**src/hw/rtl/plc_pkg.sv**
```systemverilog
`default_nettype none

package plc_pkg;

  localparam int CFG_IDX_W  = 3;
  localparam int CFG_DATA_W = 24;
  localparam int DIV_W      = 32;
  localparam int LOSS_SCALE = 10000;

  localparam logic [CFG_IDX_W-1:0] CFG_PROBE_COUNT = 3'd0;
  localparam logic [CFG_IDX_W-1:0] CFG_WARN_RTT    = 3'd1;
  localparam logic [CFG_IDX_W-1:0] CFG_CRIT_RTT    = 3'd2;
  localparam logic [CFG_IDX_W-1:0] CFG_WARN_LOSS   = 3'd3;
  localparam logic [CFG_IDX_W-1:0] CFG_CRIT_LOSS   = 3'd4;

  localparam logic [1:0] STATUS_OK   = 2'd0;
  localparam logic [1:0] STATUS_WARN = 2'd1;
  localparam logic [1:0] STATUS_CRIT = 2'd2;

  typedef struct packed {
    logic        replied;
    logic [23:0] rtt_us;
  } in_word_t;

  typedef struct packed {
    logic [1:0]  status;
    logic [7:0]  sent_count;
    logic [7:0]  received_count;
    logic [23:0] min_rtt_us;
    logic [23:0] max_rtt_us;
    logic [23:0] avg_rtt_us;
    logic [13:0] loss_centi_pct;
  } out_word_t;

  typedef struct packed {
    logic [23:0] warn_rtt_us;
    logic [23:0] crit_rtt_us;
    logic [13:0] warn_loss;
    logic [13:0] crit_loss;
  } thresh_t;

  typedef enum logic [1:0] {
    BK_IDLE,
    BK_AVG,
    BK_LOSS,
    BK_OUT
  } back_state_t;

endpackage

`default_nettype wire

```
**src/hw/rtl/plc_queue.sv**
```systemverilog
`default_nettype none

module plc_queue #(
  parameter int WIDTH = 96
) (
  input  wire logic             clk,
  input  wire logic             rst,
  input  wire logic             push,
  input  wire logic [WIDTH-1:0] wdata,
  input  wire logic             pop,
  output logic      [WIDTH-1:0] rdata,
  output logic                  full,
  output logic                  empty
);

  logic [WIDTH-1:0] mem [2];
  logic             wr_ptr;
  logic             rd_ptr;
  logic [1:0]       count;

  assign full  = (count == 2'd2);
  assign empty = (count == 2'd0);
  assign rdata = mem[rd_ptr];

  always_ff @(posedge clk) begin
    if (push) begin
      mem[wr_ptr] <= wdata;
    end
  end

  always_ff @(posedge clk) begin
    if (rst) begin
      wr_ptr <= 1'b0;
      rd_ptr <= 1'b0;
      count  <= 2'd0;
    end else begin
      if (push) begin
        wr_ptr <= ~wr_ptr;
      end
      if (pop) begin
        rd_ptr <= ~rd_ptr;
      end
      case ({push, pop})
        2'b10:   count <= count + 2'd1;
        2'b01:   count <= count - 2'd1;
        default: count <= count;
      endcase
    end
  end

endmodule

`default_nettype wire

```
**src/hw/rtl/plc_front.sv**
```systemverilog
`default_nettype none

module plc_front
  import plc_pkg::*;
#(
  parameter int RTT_BITS   = 24,
  parameter int COUNT_BITS = 8
) (
  input  wire logic       clk,
  input  wire logic       rst,
  input  wire logic       in_valid,
  output logic            in_ready,
  input  wire in_word_t   in_data,
  input  wire logic [7:0] probe_count,
  input  wire logic       q_full,
  output logic            q_push,
  output logic [2*COUNT_BITS+32+2*RTT_BITS-1:0] q_wdata
);

  localparam logic [15:0] CNT_MAX = 16'((32'd1 << COUNT_BITS) - 32'd1);
  localparam logic [COUNT_BITS-1:0] CNT_ONE = COUNT_BITS'(1);
  localparam logic [RTT_BITS-1:0] RTT_ONES = '1;

  logic [COUNT_BITS-1:0] probes;
  logic [COUNT_BITS-1:0] replies;
  logic [31:0]           total;
  logic [RTT_BITS-1:0]   low;
  logic [RTT_BITS-1:0]   high;

  logic [15:0]           tgt_wide;
  logic [COUNT_BITS-1:0] target;
  logic [31:0]           rtt_wide;
  logic [RTT_BITS-1:0]   rtt;
  logic [32:0]           sum;
  logic                  accept;
  logic                  done;

  logic [COUNT_BITS-1:0] probes_next;
  logic [COUNT_BITS-1:0] replies_next;
  logic [31:0]           total_next;
  logic [RTT_BITS-1:0]   low_next;
  logic [RTT_BITS-1:0]   high_next;

  always_comb begin
    tgt_wide = {8'd0, probe_count};
    if (tgt_wide == 16'd0) begin
      tgt_wide = 16'd1;
    end
    if (tgt_wide > CNT_MAX) begin
      tgt_wide = CNT_MAX;
    end
    target = tgt_wide[COUNT_BITS-1:0];
  end

  assign rtt_wide = 32'(in_data.rtt_us);
  assign rtt      = rtt_wide[RTT_BITS-1:0];
  assign sum      = {1'b0, total} + 33'(rtt);

  assign in_ready = ~q_full;
  assign accept   = in_valid & in_ready;

  // stats including the current word
  always_comb begin
    probes_next  = probes + CNT_ONE;
    replies_next = replies;
    total_next   = total;
    low_next     = low;
    high_next    = high;
    if (in_data.replied) begin
      replies_next = replies + CNT_ONE;
      total_next   = sum[32] ? 32'hFFFF_FFFF : sum[31:0];
      if (rtt < low) begin
        low_next = rtt;
      end
      if (rtt > high) begin
        high_next = rtt;
      end
    end
  end

  assign done    = probes_next >= target;
  assign q_push  = accept & done;
  assign q_wdata = {probes_next, replies_next, total_next, low_next, high_next};

  always_ff @(posedge clk) begin
    if (rst) begin
      probes  <= '0;
      replies <= '0;
      total   <= '0;
      low     <= RTT_ONES;
      high    <= '0;
    end else if (accept) begin
      if (done) begin
        probes  <= '0;
        replies <= '0;
        total   <= '0;
        low     <= RTT_ONES;
        high    <= '0;
      end else begin
        probes  <= probes_next;
        replies <= replies_next;
        total   <= total_next;
        low     <= low_next;
        high    <= high_next;
      end
    end
  end

endmodule

`default_nettype wire

```
**src/hw/rtl/plc_div.sv**
```systemverilog
`default_nettype none

module plc_div
  import plc_pkg::*;
#(
  parameter int DIVISOR_BITS = 8
) (
  input  wire logic                    clk,
  input  wire logic                    rst,
  input  wire logic                    start,
  input  wire logic [DIV_W-1:0]        dividend,
  input  wire logic [DIVISOR_BITS-1:0] divisor,
  output logic                         done,
  output logic      [DIV_W-1:0]        quotient
);

  localparam int CNT_W = $clog2(DIV_W);
  localparam logic [CNT_W-1:0] CNT_LAST = CNT_W'(DIV_W - 1);

  logic                    busy;
  logic [CNT_W-1:0]        cnt;
  logic [DIVISOR_BITS-1:0] rem;
  logic [DIVISOR_BITS-1:0] dvs;
  logic [DIVISOR_BITS:0]   shifted;
  logic [DIVISOR_BITS:0]   diff;
  logic                    fits;

  // restoring division, one quotient bit per cycle
  assign shifted = {rem, quotient[DIV_W-1]};
  assign diff    = shifted - {1'b0, dvs};
  assign fits    = shifted >= {1'b0, dvs};

  always_ff @(posedge clk) begin
    if (start) begin
      quotient <= dividend;
      rem      <= '0;
      dvs      <= divisor;
    end else if (busy) begin
      quotient <= {quotient[DIV_W-2:0], fits};
      rem      <= fits ? diff[DIVISOR_BITS-1:0] : shifted[DIVISOR_BITS-1:0];
    end
  end

  always_ff @(posedge clk) begin
    if (rst) begin
      busy <= 1'b0;
      cnt  <= '0;
      done <= 1'b0;
    end else begin
      done <= 1'b0;
      if (start) begin
        busy <= 1'b1;
        cnt  <= '0;
      end else if (busy) begin
        cnt <= cnt + CNT_W'(1);
        if (cnt == CNT_LAST) begin
          busy <= 1'b0;
          done <= 1'b1;
        end
      end
    end
  end

endmodule

`default_nettype wire

```
**src/hw/rtl/plc_back.sv**
```systemverilog
`default_nettype none

module plc_back
  import plc_pkg::*;
#(
  parameter int RTT_BITS   = 24,
  parameter int COUNT_BITS = 8
) (
  input  wire logic      clk,
  input  wire logic      rst,
  input  wire logic      q_empty,
  input  wire logic [2*COUNT_BITS+32+2*RTT_BITS-1:0] q_rdata,
  output logic           q_pop,
  input  wire thresh_t   thresh,
  output logic           out_valid,
  input  wire logic      out_ready,
  output out_word_t      out_data
);

  localparam int HIGH_LSB  = 0;
  localparam int LOW_LSB   = RTT_BITS;
  localparam int TOTAL_LSB = 2 * RTT_BITS;
  localparam int RECV_LSB  = TOTAL_LSB + 32;
  localparam int SENT_LSB  = RECV_LSB + COUNT_BITS;

  back_state_t state;
  back_state_t state_next;

  logic [COUNT_BITS-1:0] sent;
  logic [COUNT_BITS-1:0] recv;
  logic [RTT_BITS-1:0]   low;
  logic [RTT_BITS-1:0]   high;
  logic [DIV_W-1:0]      numer;
  logic [DIV_W-1:0]      avg;

  logic [COUNT_BITS-1:0]    h_sent;
  logic [COUNT_BITS-1:0]    h_recv;
  logic [COUNT_BITS+13:0]   h_numer;

  logic                  load_rec;
  logic                  load_avg;
  logic                  load_out;
  logic                  div_start;
  logic [DIV_W-1:0]      div_dividend;
  logic [COUNT_BITS-1:0] div_divisor;
  logic                  div_done;
  logic [DIV_W-1:0]      div_quo;

  logic                  no_reply;
  logic [DIV_W-1:0]      avg_eff;
  logic [DIV_W-1:0]      loss;
  logic [1:0]            status;
  logic [31:0]           sent_w;
  logic [31:0]           recv_w;
  logic [31:0]           low_w;
  logic [31:0]           high_w;

  assign h_sent  = q_rdata[SENT_LSB +: COUNT_BITS];
  assign h_recv  = q_rdata[RECV_LSB +: COUNT_BITS];
  assign h_numer = (COUNT_BITS + 14)'(h_sent - h_recv) * (COUNT_BITS + 14)'(LOSS_SCALE);

  plc_div #(
    .DIVISOR_BITS(COUNT_BITS)
  ) u_div (
    .clk      (clk),
    .rst      (rst),
    .start    (div_start),
    .dividend (div_dividend),
    .divisor  (div_divisor),
    .done     (div_done),
    .quotient (div_quo)
  );

  always_ff @(posedge clk) begin
    if (rst) begin
      state <= BK_IDLE;
    end else begin
      state <= state_next;
    end
  end

  always_comb begin
    state_next   = state;
    q_pop        = 1'b0;
    load_rec     = 1'b0;
    load_avg     = 1'b0;
    load_out     = 1'b0;
    div_start    = 1'b0;
    div_dividend = q_rdata[TOTAL_LSB +: 32];
    div_divisor  = h_recv;
    out_valid    = 1'b0;
    case (state)
      BK_IDLE: begin
        if (!q_empty) begin
          q_pop      = 1'b1;
          load_rec   = 1'b1;
          div_start  = 1'b1;
          state_next = BK_AVG;
        end
      end
      BK_AVG: begin
        if (div_done) begin
          load_avg     = 1'b1;
          div_start    = 1'b1;
          div_dividend = numer;
          div_divisor  = sent;
          state_next   = BK_LOSS;
        end
      end
      BK_LOSS: begin
        if (div_done) begin
          load_out   = 1'b1;
          state_next = BK_OUT;
        end
      end
      BK_OUT: begin
        out_valid = 1'b1;
        if (out_ready) begin
          state_next = BK_IDLE;
        end
      end
      default: begin
        state_next = BK_IDLE;
      end
    endcase
  end

  // report fields and status, formed as the loss quotient lands
  assign no_reply = (recv == '0);
  assign avg_eff  = no_reply ? '0 : avg;
  assign loss     = div_quo;

  always_comb begin
    status = STATUS_OK;
    if (thresh.crit_loss != '0 && loss >= DIV_W'(thresh.crit_loss)) begin
      status = STATUS_CRIT;
    end else if (thresh.crit_rtt_us != '0 && avg_eff >= DIV_W'(thresh.crit_rtt_us)) begin
      status = STATUS_CRIT;
    end else if (thresh.warn_loss != '0 && loss >= DIV_W'(thresh.warn_loss)) begin
      status = STATUS_WARN;
    end else if (thresh.warn_rtt_us != '0 && avg_eff >= DIV_W'(thresh.warn_rtt_us)) begin
      status = STATUS_WARN;
    end
  end

  assign sent_w = 32'(sent);
  assign recv_w = 32'(recv);
  assign low_w  = no_reply ? 32'd0 : 32'(low);
  assign high_w = no_reply ? 32'd0 : 32'(high);

  always_ff @(posedge clk) begin
    if (load_rec) begin
      sent  <= h_sent;
      recv  <= h_recv;
      low   <= q_rdata[LOW_LSB +: RTT_BITS];
      high  <= q_rdata[HIGH_LSB +: RTT_BITS];
      numer <= DIV_W'(h_numer);
    end
    if (load_avg) begin
      avg <= div_quo;
    end
    if (load_out) begin
      out_data.status         <= status;
      out_data.sent_count     <= sent_w[7:0];
      out_data.received_count <= recv_w[7:0];
      out_data.min_rtt_us     <= low_w[23:0];
      out_data.max_rtt_us     <= high_w[23:0];
      out_data.avg_rtt_us     <= avg_eff[23:0];
      out_data.loss_centi_pct <= loss[13:0];
    end
  end

endmodule

`default_nettype wire

```
**src/hw/rtl/probe_latency_stats_classifier_core.sv**
```systemverilog
`default_nettype none

// Probe statistics: each input word is one probe outcome. The front end takes
// one word per clock while its two-entry report queue has room. A closing word
// pushes a report snapshot into the queue and the back end turns it into one
// output word using a single shared bit-serial divider, run twice (average RTT,
// then loss), and waits for out_ready before it takes the next report from the
// queue. Reports are delivered in order; configuration writes via
// cfg_we/cfg_index/cfg_data take effect at the next clock edge.

module probe_latency_stats_classifier_core
  import plc_pkg::*;
#(
  parameter int RTT_BITS   = 24,
  parameter int COUNT_BITS = 8
) (
  input  wire logic                  clk,
  input  wire logic                  rst,
  input  wire logic                  in_valid,
  output logic                       in_ready,
  input  wire in_word_t              in_data,
  output logic                       out_valid,
  input  wire logic                  out_ready,
  output out_word_t                  out_data,
  input  wire logic                  cfg_we,
  input  wire logic [CFG_IDX_W-1:0]  cfg_index,
  input  wire logic [CFG_DATA_W-1:0] cfg_data
);

  localparam int REC_W = 2 * COUNT_BITS + 32 + 2 * RTT_BITS;

  logic [7:0] probe_count;
  thresh_t    thresh;

  logic             q_push;
  logic             q_pop;
  logic             q_full;
  logic             q_empty;
  logic [REC_W-1:0] q_wdata;
  logic [REC_W-1:0] q_rdata;

  always_ff @(posedge clk) begin
    if (rst) begin
      probe_count <= 8'd5;
      thresh      <= '0;
    end else if (cfg_we) begin
      case (cfg_index)
        CFG_PROBE_COUNT: probe_count        <= cfg_data[7:0];
        CFG_WARN_RTT:    thresh.warn_rtt_us <= cfg_data;
        CFG_CRIT_RTT:    thresh.crit_rtt_us <= cfg_data;
        CFG_WARN_LOSS:   thresh.warn_loss   <= cfg_data[13:0];
        CFG_CRIT_LOSS:   thresh.crit_loss   <= cfg_data[13:0];
        default:         probe_count        <= probe_count;
      endcase
    end
  end

  plc_front #(
    .RTT_BITS   (RTT_BITS),
    .COUNT_BITS (COUNT_BITS)
  ) u_front (
    .clk         (clk),
    .rst         (rst),
    .in_valid    (in_valid),
    .in_ready    (in_ready),
    .in_data     (in_data),
    .probe_count (probe_count),
    .q_full      (q_full),
    .q_push      (q_push),
    .q_wdata     (q_wdata)
  );

  plc_queue #(
    .WIDTH (REC_W)
  ) u_queue (
    .clk   (clk),
    .rst   (rst),
    .push  (q_push),
    .wdata (q_wdata),
    .pop   (q_pop),
    .rdata (q_rdata),
    .full  (q_full),
    .empty (q_empty)
  );

  plc_back #(
    .RTT_BITS   (RTT_BITS),
    .COUNT_BITS (COUNT_BITS)
  ) u_back (
    .clk       (clk),
    .rst       (rst),
    .q_empty   (q_empty),
    .q_rdata   (q_rdata),
    .q_pop     (q_pop),
    .thresh    (thresh),
    .out_valid (out_valid),
    .out_ready (out_ready),
    .out_data  (out_data)
  );

endmodule

`default_nettype wire

```
**config.mk**
```make
export PLATFORM = sky130hd
export DESIGN_NAME = probe_latency_stats_classifier_core
export DESIGN_NICKNAME = d
export VERILOG_FILES = /design/src/hw/rtl/plc_pkg.sv /design/src/hw/rtl/plc_queue.sv /design/src/hw/rtl/plc_front.sv /design/src/hw/rtl/plc_div.sv /design/src/hw/rtl/plc_back.sv /design/src/hw/rtl/probe_latency_stats_classifier_core.sv
export SDC_FILE = /design/constraint.sdc
export NUM_CORES = 1
export LEC_CHECK = 0
export BUFFER_PORTS_ARGS = -buffer_cell sky130_fd_sc_hd__buf_4
export CAP_MARGIN = 20
export CORE_MARGIN = 2
export CORE_UTILIZATION = 62
export DETAILED_ROUTE_END_ITERATION = 16
export GPL_ROUTABILITY_DRIVEN = 0
export PLACE_DENSITY_LB_ADDON = 0.08
export RECOVER_POWER = 50
export SLEW_MARGIN = 20
export SYNTH_ARGS = -nofsm -noshare
export SYNTH_HDL_FRONTEND = slang
export SYNTH_SLANG_ARGS = --single-unit
```
**constraint.sdc**
```tcl
create_clock -name clk -period 7.4 [get_ports clk]
set_clock_uncertainty 0.05 [all_clocks]
set_input_delay 0.37 -clock clk [delete_from_list [all_inputs] [get_ports clk]]
set_output_delay 0.37 -clock clk [all_outputs]
set_load 0.03 [all_outputs]
```
==> impl_metrics.tcl, run 1 <==
set metrics [dict create \
    status "finished, violations left" \
    failed_checks "max-capacitance violations, max-slew violations" \
    layout_common_cells "edfxtp_1, nand2_1, ha_1" \
    postLayoutCoreUtil_pct 70.45 \
    top_layer "met4" \
    die_y_um 228.1 \
    dp_hpwl_um 51040 \
    p_sw_share_pct 38.22 \
    p_sw_w 0.007371 \
    hold_violations 0 \
    async_flop_share_pct 0 \
    cts_tree "yes" \
    crit_family "adder cells" \
    p_int_w 0.01192 \
    core_area_um2 49860 \
    gr-total-overflow 0 \
    p_seq_share_pct 27.6 \
    critPathLaunchType "flop" \
    post_drt_wl_per_cell_um 20.26 \
    grt_max_degree 88 \
    viasPerCell 5.942 \
    finalSetupTns_ns 0 \
    relSlewSlack_pct -165.2 \
    clkLatencyLatePin_ns 0.62 \
    hold_path_end "u_front.high[21]" \
    p_leak_nw 12.80 \
    path_clk_slew_ns 0.06 \
    grt_pass1_vias 21220 \
    routed_wl_um 73180 \
    hold_path_depth 2 \
    reg2reg_depth 23 \
    yosysTopAreaCellShare_pct 43.40 \
    finalCritPeriodShare_pct 86.22 \
    dr_wl_met2_um 35730 \
    drtIter0Drc 1857 \
    clockPowerShare_pct 17.8 \
    synth.area.top_cells "edfxtp_1, dfxtp_1, ha_1" \
    synthCells 2704 \
    cts_root_buf "clkbuf_16" \
    yosysSeqAreaShare_pct 56.39 \
    yosysUniqueCellTypes 89 \
    ys_warn_count 0 \
    cts_buffers 69 \
    critPathBufInv 4 \
    ioPinCount 163 \
    die_w_um 228.1 \
    drt_pass1_iterations 6 \
    tightest_slew_ns 3.978 \
    port_buffers 162 \
    areaGrowthSynthToFinish_pct 12.82 \
    ctsLongestPathBuffers 3 \
    fmax_mhz 156.7 \
    antennaDiodeCount 0 \
    crit_path_end_kind "flop" \
    rows 82 \
    cts.sinks 652 \
    drive_above_1_share_pct 9.521 \
    critPathMaxFanout 17 \
    start_util_pct 62.45 \
    cp.required_ns 7.70 \
    syn_nets 3006 \
    crit_path_max_incr_delay_ns 0.53 \
    antenna_found_initial 0 \
    rsz0062_at_grt "no" \
    final_common_cell "edfxtp_1" \
    dpl.cell_count 3454 \
    grt_use_total_pct 28.13 \
    synth_largest_area_cell "edfxtp_1" \
    wl_met1_um 30220 \
    combPwrFrac_pct 54.5 \
    met3_length_um 4501 \
    setup_viol 0 \
    crit_path_top_delay_cell "fa_1" \
    htree_levels 3 \
    cp.arrival_ns 6.68 \
    synthesis.area_um2 31140 \
    grt_pass1_wl_um 115800 \
    hp-start "in_data[21]" \
    ir_drop_v 0.001838 \
    syn_area_per_cell_um2 11.52 \
    path_cells "mux2_1 > ha_1 > fa_1 > inv_1 > a21o_1 > a41o_1 > nor2_1 > xnor2_1 > buf_4 > fa_1 > ha_1 > inv_1 > fa_1 > inv_1 > ha_1 > fa_1 > ha_1 > or2_2 > a41oi_1 > nor2b_1 > o21a_1 > o211ai_1 > xnor2_1" \
    maxSlewViolCount 430 \
    period_minus_slack_ns 6.380 \
    final_cells 3613 \
    p_per_area_nw_per_um2 549.0 \
    yosys_register_bits 652 \
    rr_endpoint "u_back.numer[20]" \
    synth-edff-count 450 \
    r2r_slack_ns 1.02 \
    hold_path.class "input port to flop" \
    ys.flop_type "edfxtp_1" \
    ant_nets 0 \
    nets 3188 \
    die_area_um2 52030 \
    drc_errors 0 \
    vias 21470 \
    drv_cap 8 \
    worstSetupPathType "flop to flop" \
]
==> state kept, by name (all words and copies together) (netlist names), 24 cells and up, named ones only <==
register,count
thresh,76
u_front.total,32
u_queue.mem,192
u_back.low,24
u_front.low,24
u_back.avg,32
u_back.high,24
u_back.out_data,104
u_front.high,24
u_back.u_div.quotient,32
==> logic make-up after synthesis <==
kind of cell	Yosys count	share of synthesized area [%]
muxes	131	4.541
DFF	652	56.39
and+or+nand+nor	722	11.06
buffers and inverters	319	3.958
adders and majority gates	245	10.42
xor gates and xnor gates	68	1.913
AOI/OAI and AO/OA	567	11.72
==> metrics by stage <==
| step | area (um2) | power (W) | setup slack (ns) | hold WS (ns) |
|---|---|---|---|---|
| 6_report | 35130 | 0.01929 | 1.020 | 0.03291 |
| 3_3_place_gp | 32970 | 0.01526 | 1.157 | 0.3849 |
| 3_5_place_dp | 32970 | 0.01572 | 1.045 | 0.3842 |
| 4_1_cts | 35550 | 0.01926 | 1.018 | 0.00007788 |
| 2_1_floorplan | 31140 | 0.01369 | 0.5963 | 0.3768 |
| 5_1_grt | 35130 | 0.02096 | 0.6688 | 0.01057 |
==> synthesized netlist by cell type, types with 31 or more instances <==
cell      instances
nand2_1         295
edfxtp_1        450
and2_1           76
nor2_1          139
nand3_1          34
a21oi_1         213
o21ai_0         109
ha_1            221
mux2i_1          49
a21o_1           41
clkbuf_1         76
xnor2_1          40
inv_1           209
mux2_2           82
nor4_1           31
dfxtp_1         202
a22o_1           37
==> per-layer routing <==
| metal | GRT usage [%] | vias to the layer above |
|---|---|---|
| met5 | 0 | - |
| met1 | 36.73 | 10380 |
| met2 | 47.31 | 772 |
| met3 | 4.375 | 173 |
| li1 | - | 10150 |
| met4 | 11.32 | 0 |
==> power groups by stage <==
stage | Sequential (W) | Clock (W) | Combinational, W
3_3_place_gp | 0.00539 | 0 | 0.00986
2_1_floorplan | 0.00528 | 0 | 0.00841
3_5_place_dp | 0.00540 | 0 | 0.0103
5_1_grt | 0.00536 | 0.00365 | 0.0119
6_report | 0.00533 | 0.00344 | 0.0105
4_1_cts | 0.00533 | 0.00350 | 0.0104
==> area by class of cell <==
type | count | area, um2
repair buffers | 217 | 1287
clock inverters | 36 | 404.1
fillers | 3653 | 14730
well taps | 672 | 840.8
clock buffers | 90 | 1846
multi-input cells | 1733 | 12390
flip-flops and latches | 652 | 17560
inverters | 213 | 802.0
==> worst max-delay path by stage <==
stage               start               end  slack, ns  cells after the start
floorplan            flop  u_back.numer[20]       0.60                     25
global placement     flop  u_back.numer[20]       1.16                     23
detailed placement   flop  u_back.numer[20]       1.04                     23
CTS                  flop  u_back.numer[20]       1.02                     23
global route         flop  u_back.numer[20]       0.67                     23
finish               flop  u_back.numer[20]       1.02                     23
==> worst reg2reg max path, stage by stage (launching register included) <==
cell and delay [ns]:
dfxtp_4 0.51, mux2_1 0.43, ha_1 0.24, fa_1 0.40
inv_1 0.08, a21o_1 0.13, a41o_1 0.19, nor2_1 0.05
xnor2_1 0.18, buf_4 0.22, fa_1 0.41, ha_1 0.29
inv_1 0.05, fa_1 0.53, inv_1 0.05, ha_1 0.30
fa_1 0.48, ha_1 0.35, or2_2 0.30, a41oi_1 0.30
nor2b_1 0.08, o21a_1 0.19, o211ai_1 0.22, xnor2_1 0.10
==> timing repair <==
action / in CTS / in global routing
resized for setup: 0 / 0
buffers inserted: 0 / 0
hold endpoints to repair: 73 / 0
hold buffers: 33 / 0
No activity file was read; power rests on OpenSTA's default activity.
==> run 2, diff against run 1 <==
--- a/config.mk
+++ b/config.mk
@@ -8,7 +8,7 @@
 export BUFFER_PORTS_ARGS = -buffer_cell sky130_fd_sc_hd__buf_4
 export CAP_MARGIN = 20
 export CORE_MARGIN = 2
-export CORE_UTILIZATION = 62
+export CORE_UTILIZATION = 56
 export DETAILED_ROUTE_END_ITERATION = 16
 export GPL_ROUTABILITY_DRIVEN = 0
 export PLACE_DENSITY_LB_ADDON = 0.08
==> constraint.sdc (replaced) <==
create_clock -name clk -period 5.29 [get_ports clk]
set_clock_uncertainty 0.05 [all_clocks]
set_input_delay 0.2645 -clock clk [delete_from_list [all_inputs] [get_ports clk]]
set_output_delay 0.2645 -clock clk [all_outputs]
set_load 0.03 [all_outputs]
==> impl_metrics.tcl, run 2 (synthesis gave the netlist of run 1 again) <==
set metrics [dict create \
    status "finished, violations left" \
    failed_checks "negative setup slack" \
    ioPinCount 163 \
    setup_viol 5 \
    drive_above_1_share_pct 16.77 \
    die_y_um 239.8 \
    cts.sinks 652 \
    final_common_cell "edfxtp_1" \
    critPathLaunchType "flop" \
    cp.required_ns 5.57 \
    final_cells 3778 \
    period_minus_slack_ns 5.600 \
    rows 86 \
    crit_family "adder cells" \
    rsz0062_at_grt "yes" \
    die_w_um 239.8 \
    use_met2_pct 44.49 \
    cts_buffers 70 \
    grt_use_total_pct 26.01 \
    fmax_mhz 178.6 \
    antenna_found_initial 1 \
    worstSetupPathType "flop to flop" \
    gr-total-overflow 0 \
    dpl.cell_count 3589 \
    htree_levels 3 \
    largest_reg_flops 192 \
    hold_violations 0 \
    port_buffers 162 \
    critPathBufInv 3 \
    dp_hpwl_um 52620 \
    cp.arrival_ns 5.88 \
    fin_area_um2 36650 \
    clkLatencyLatePin_ns 0.60 \
    core_area_um2 54990 \
    path_cells "mux2_4 > ha_4 > fa_2 > inv_2 > a21o_1 > a41o_1 > nor2_4 > xnor2_4 > fa_1 > ha_4 > inv_2 > fa_1 > inv_2 > ha_4 > fa_1 > ha_4 > or2_4 > a41oi_2 > nor2b_1 > o21a_1 > o211ai_1 > xnor2_1" \
    viasPerCell 5.700 \
    worst_hold_slack_ns 0.1322 \
    post-place-ws_ns -0.4403 \
    use_met3_pct 3.988 \
    routed_wl_um 74730 \
    ant_nets 0 \
    drt_pass1_iterations 7 \
    post_drt_wl_per_cell_um 19.78 \
    nets 3273 \
    fin_ws_ns -0.3098 \
    drtIter0Drc 1602 \
    crit_path_max_incr_delay_ns 0.57 \
    grt_pass1_wl_um 115800 \
    grt_max_degree 98 \
    relSlewSlack_pct 27.31 \
    finalCritPeriodShare_pct 105.9 \
    tightest_slew_ns 1.090 \
    path_clk_slew_ns 0.06 \
    gr-usage-met1_pct 33.97 \
    top_regs "u_queue.mem x192, u_back.out_data x104, thresh x76" \
    largest_register "u_queue.mem" \
    ctsLongestPathBuffers 3 \
    critPathMaxFanout 7 \
    crit_path_top_delay_cell "fa_1" \
    drc_errors 0 \
    crit_path_end_kind "flop" \
    grt_pass1_vias 21190 \
    cts_root_buf "clkbuf_16" \
    start_util_pct 56.63 \
    die_area_um2 57500 \
    drv_cap 0 \
    place_area_um2 33670 \
    areaGrowthSynthToFinish_pct 17.71 \
    layout_common_cells "edfxtp_1, nand2_1, buf_4" \
    hold_path.class "input port to flop" \
    path_common_cell "ha_4" \
    grt.busiest_layer "met2" \
    cts_tree "yes" \
    maxSlewViolCount 0 \
    vias 21540 \
]
==> run 2: cell count changes in the layout (fill, tap and decap cells not counted), moves of 5 or more <==
cell	change
and2_1	+65
clkbuf_1	-108
buf_4	+178
ha_1	-11
clkinv_2	-5
dlygate4sd3_1	+16
ha_4	+10
mux2i_1	-5
mux2_1	-13
clkbuf_16	+5
mux2_2	+10
and2_0	-67
clkinv_1	+5
==> run 2: tightest hold or removal path, stage by stage <==
cell	delay [ns]
buf_4	0.07
o221ai_1	0.16
mux2i_1	0.15
nor2_1	0.09
==> run 2: area by class of cell <==
class / instances / area, um2
Clock buffer: 101 / 2003
Clock inverter: 29 / 235.2
Fill cell: 4105 / 18330
Inverter: 213 / 809.5
Timing Repair Buffer: 301 / 2411
Multi-Input combinational cell: 1733 / 12690
Antenna cell: 1 / 2.502
Tap cell: 748 / 935.9
Sequential cell: 652 / 17560
==> run 2: path summary, 6_finish.rpt <==
kind,startpoint,end,slack [ns],depth (start not counted)
min,out_ready,u_back.state[1],0.13,4
max reg2reg,flop,u_back.numer[20],-0.31,22
max,flop,u_back.numer[20],-0.31,22
min reg2reg,u_back.recv[3],u_back.out_data[89],0.40,0
==> run 2: metrics by stage <==
step / TNS (ns) / utilization [%]
after detailed placement: -1.861 / 61.23
after CTS: -1.511 / 66.38
final: -1.304 / 66.66
after global routing: -2.296 / 66.66
after global placement: -1.246 / 61.22
after floorplan: -1.325 / -
==> run 2: what timing repair did <==
| item | in CTS | in global routing |
|---|---|---|
| pin swaps | 12 | 9 |
| setup endpoints to repair | 6 | 7 |
| resized for setup | 11 | 19 |
| setup buffers | 6 | 3 |
| hold buffers | 49 | 0 |
| endpoints found under the hold margin | 141 | 0 |
==> run 2: per-layer routing <==
| metal | share of wire (%) | up-vias |
|---|---|---|
| met1 | 43 | 10480 |
| met5 | 0 | - |
| met2 | 49 | 599 |
| met4 | 3.4 | 0 |
| met3 | 5.2 | 158 |
| li1 | - | 10300 |
Power of run 2 is not shown: default switching activity piles up to over one toggle a cycle in this logic, so the estimate is an artifact.
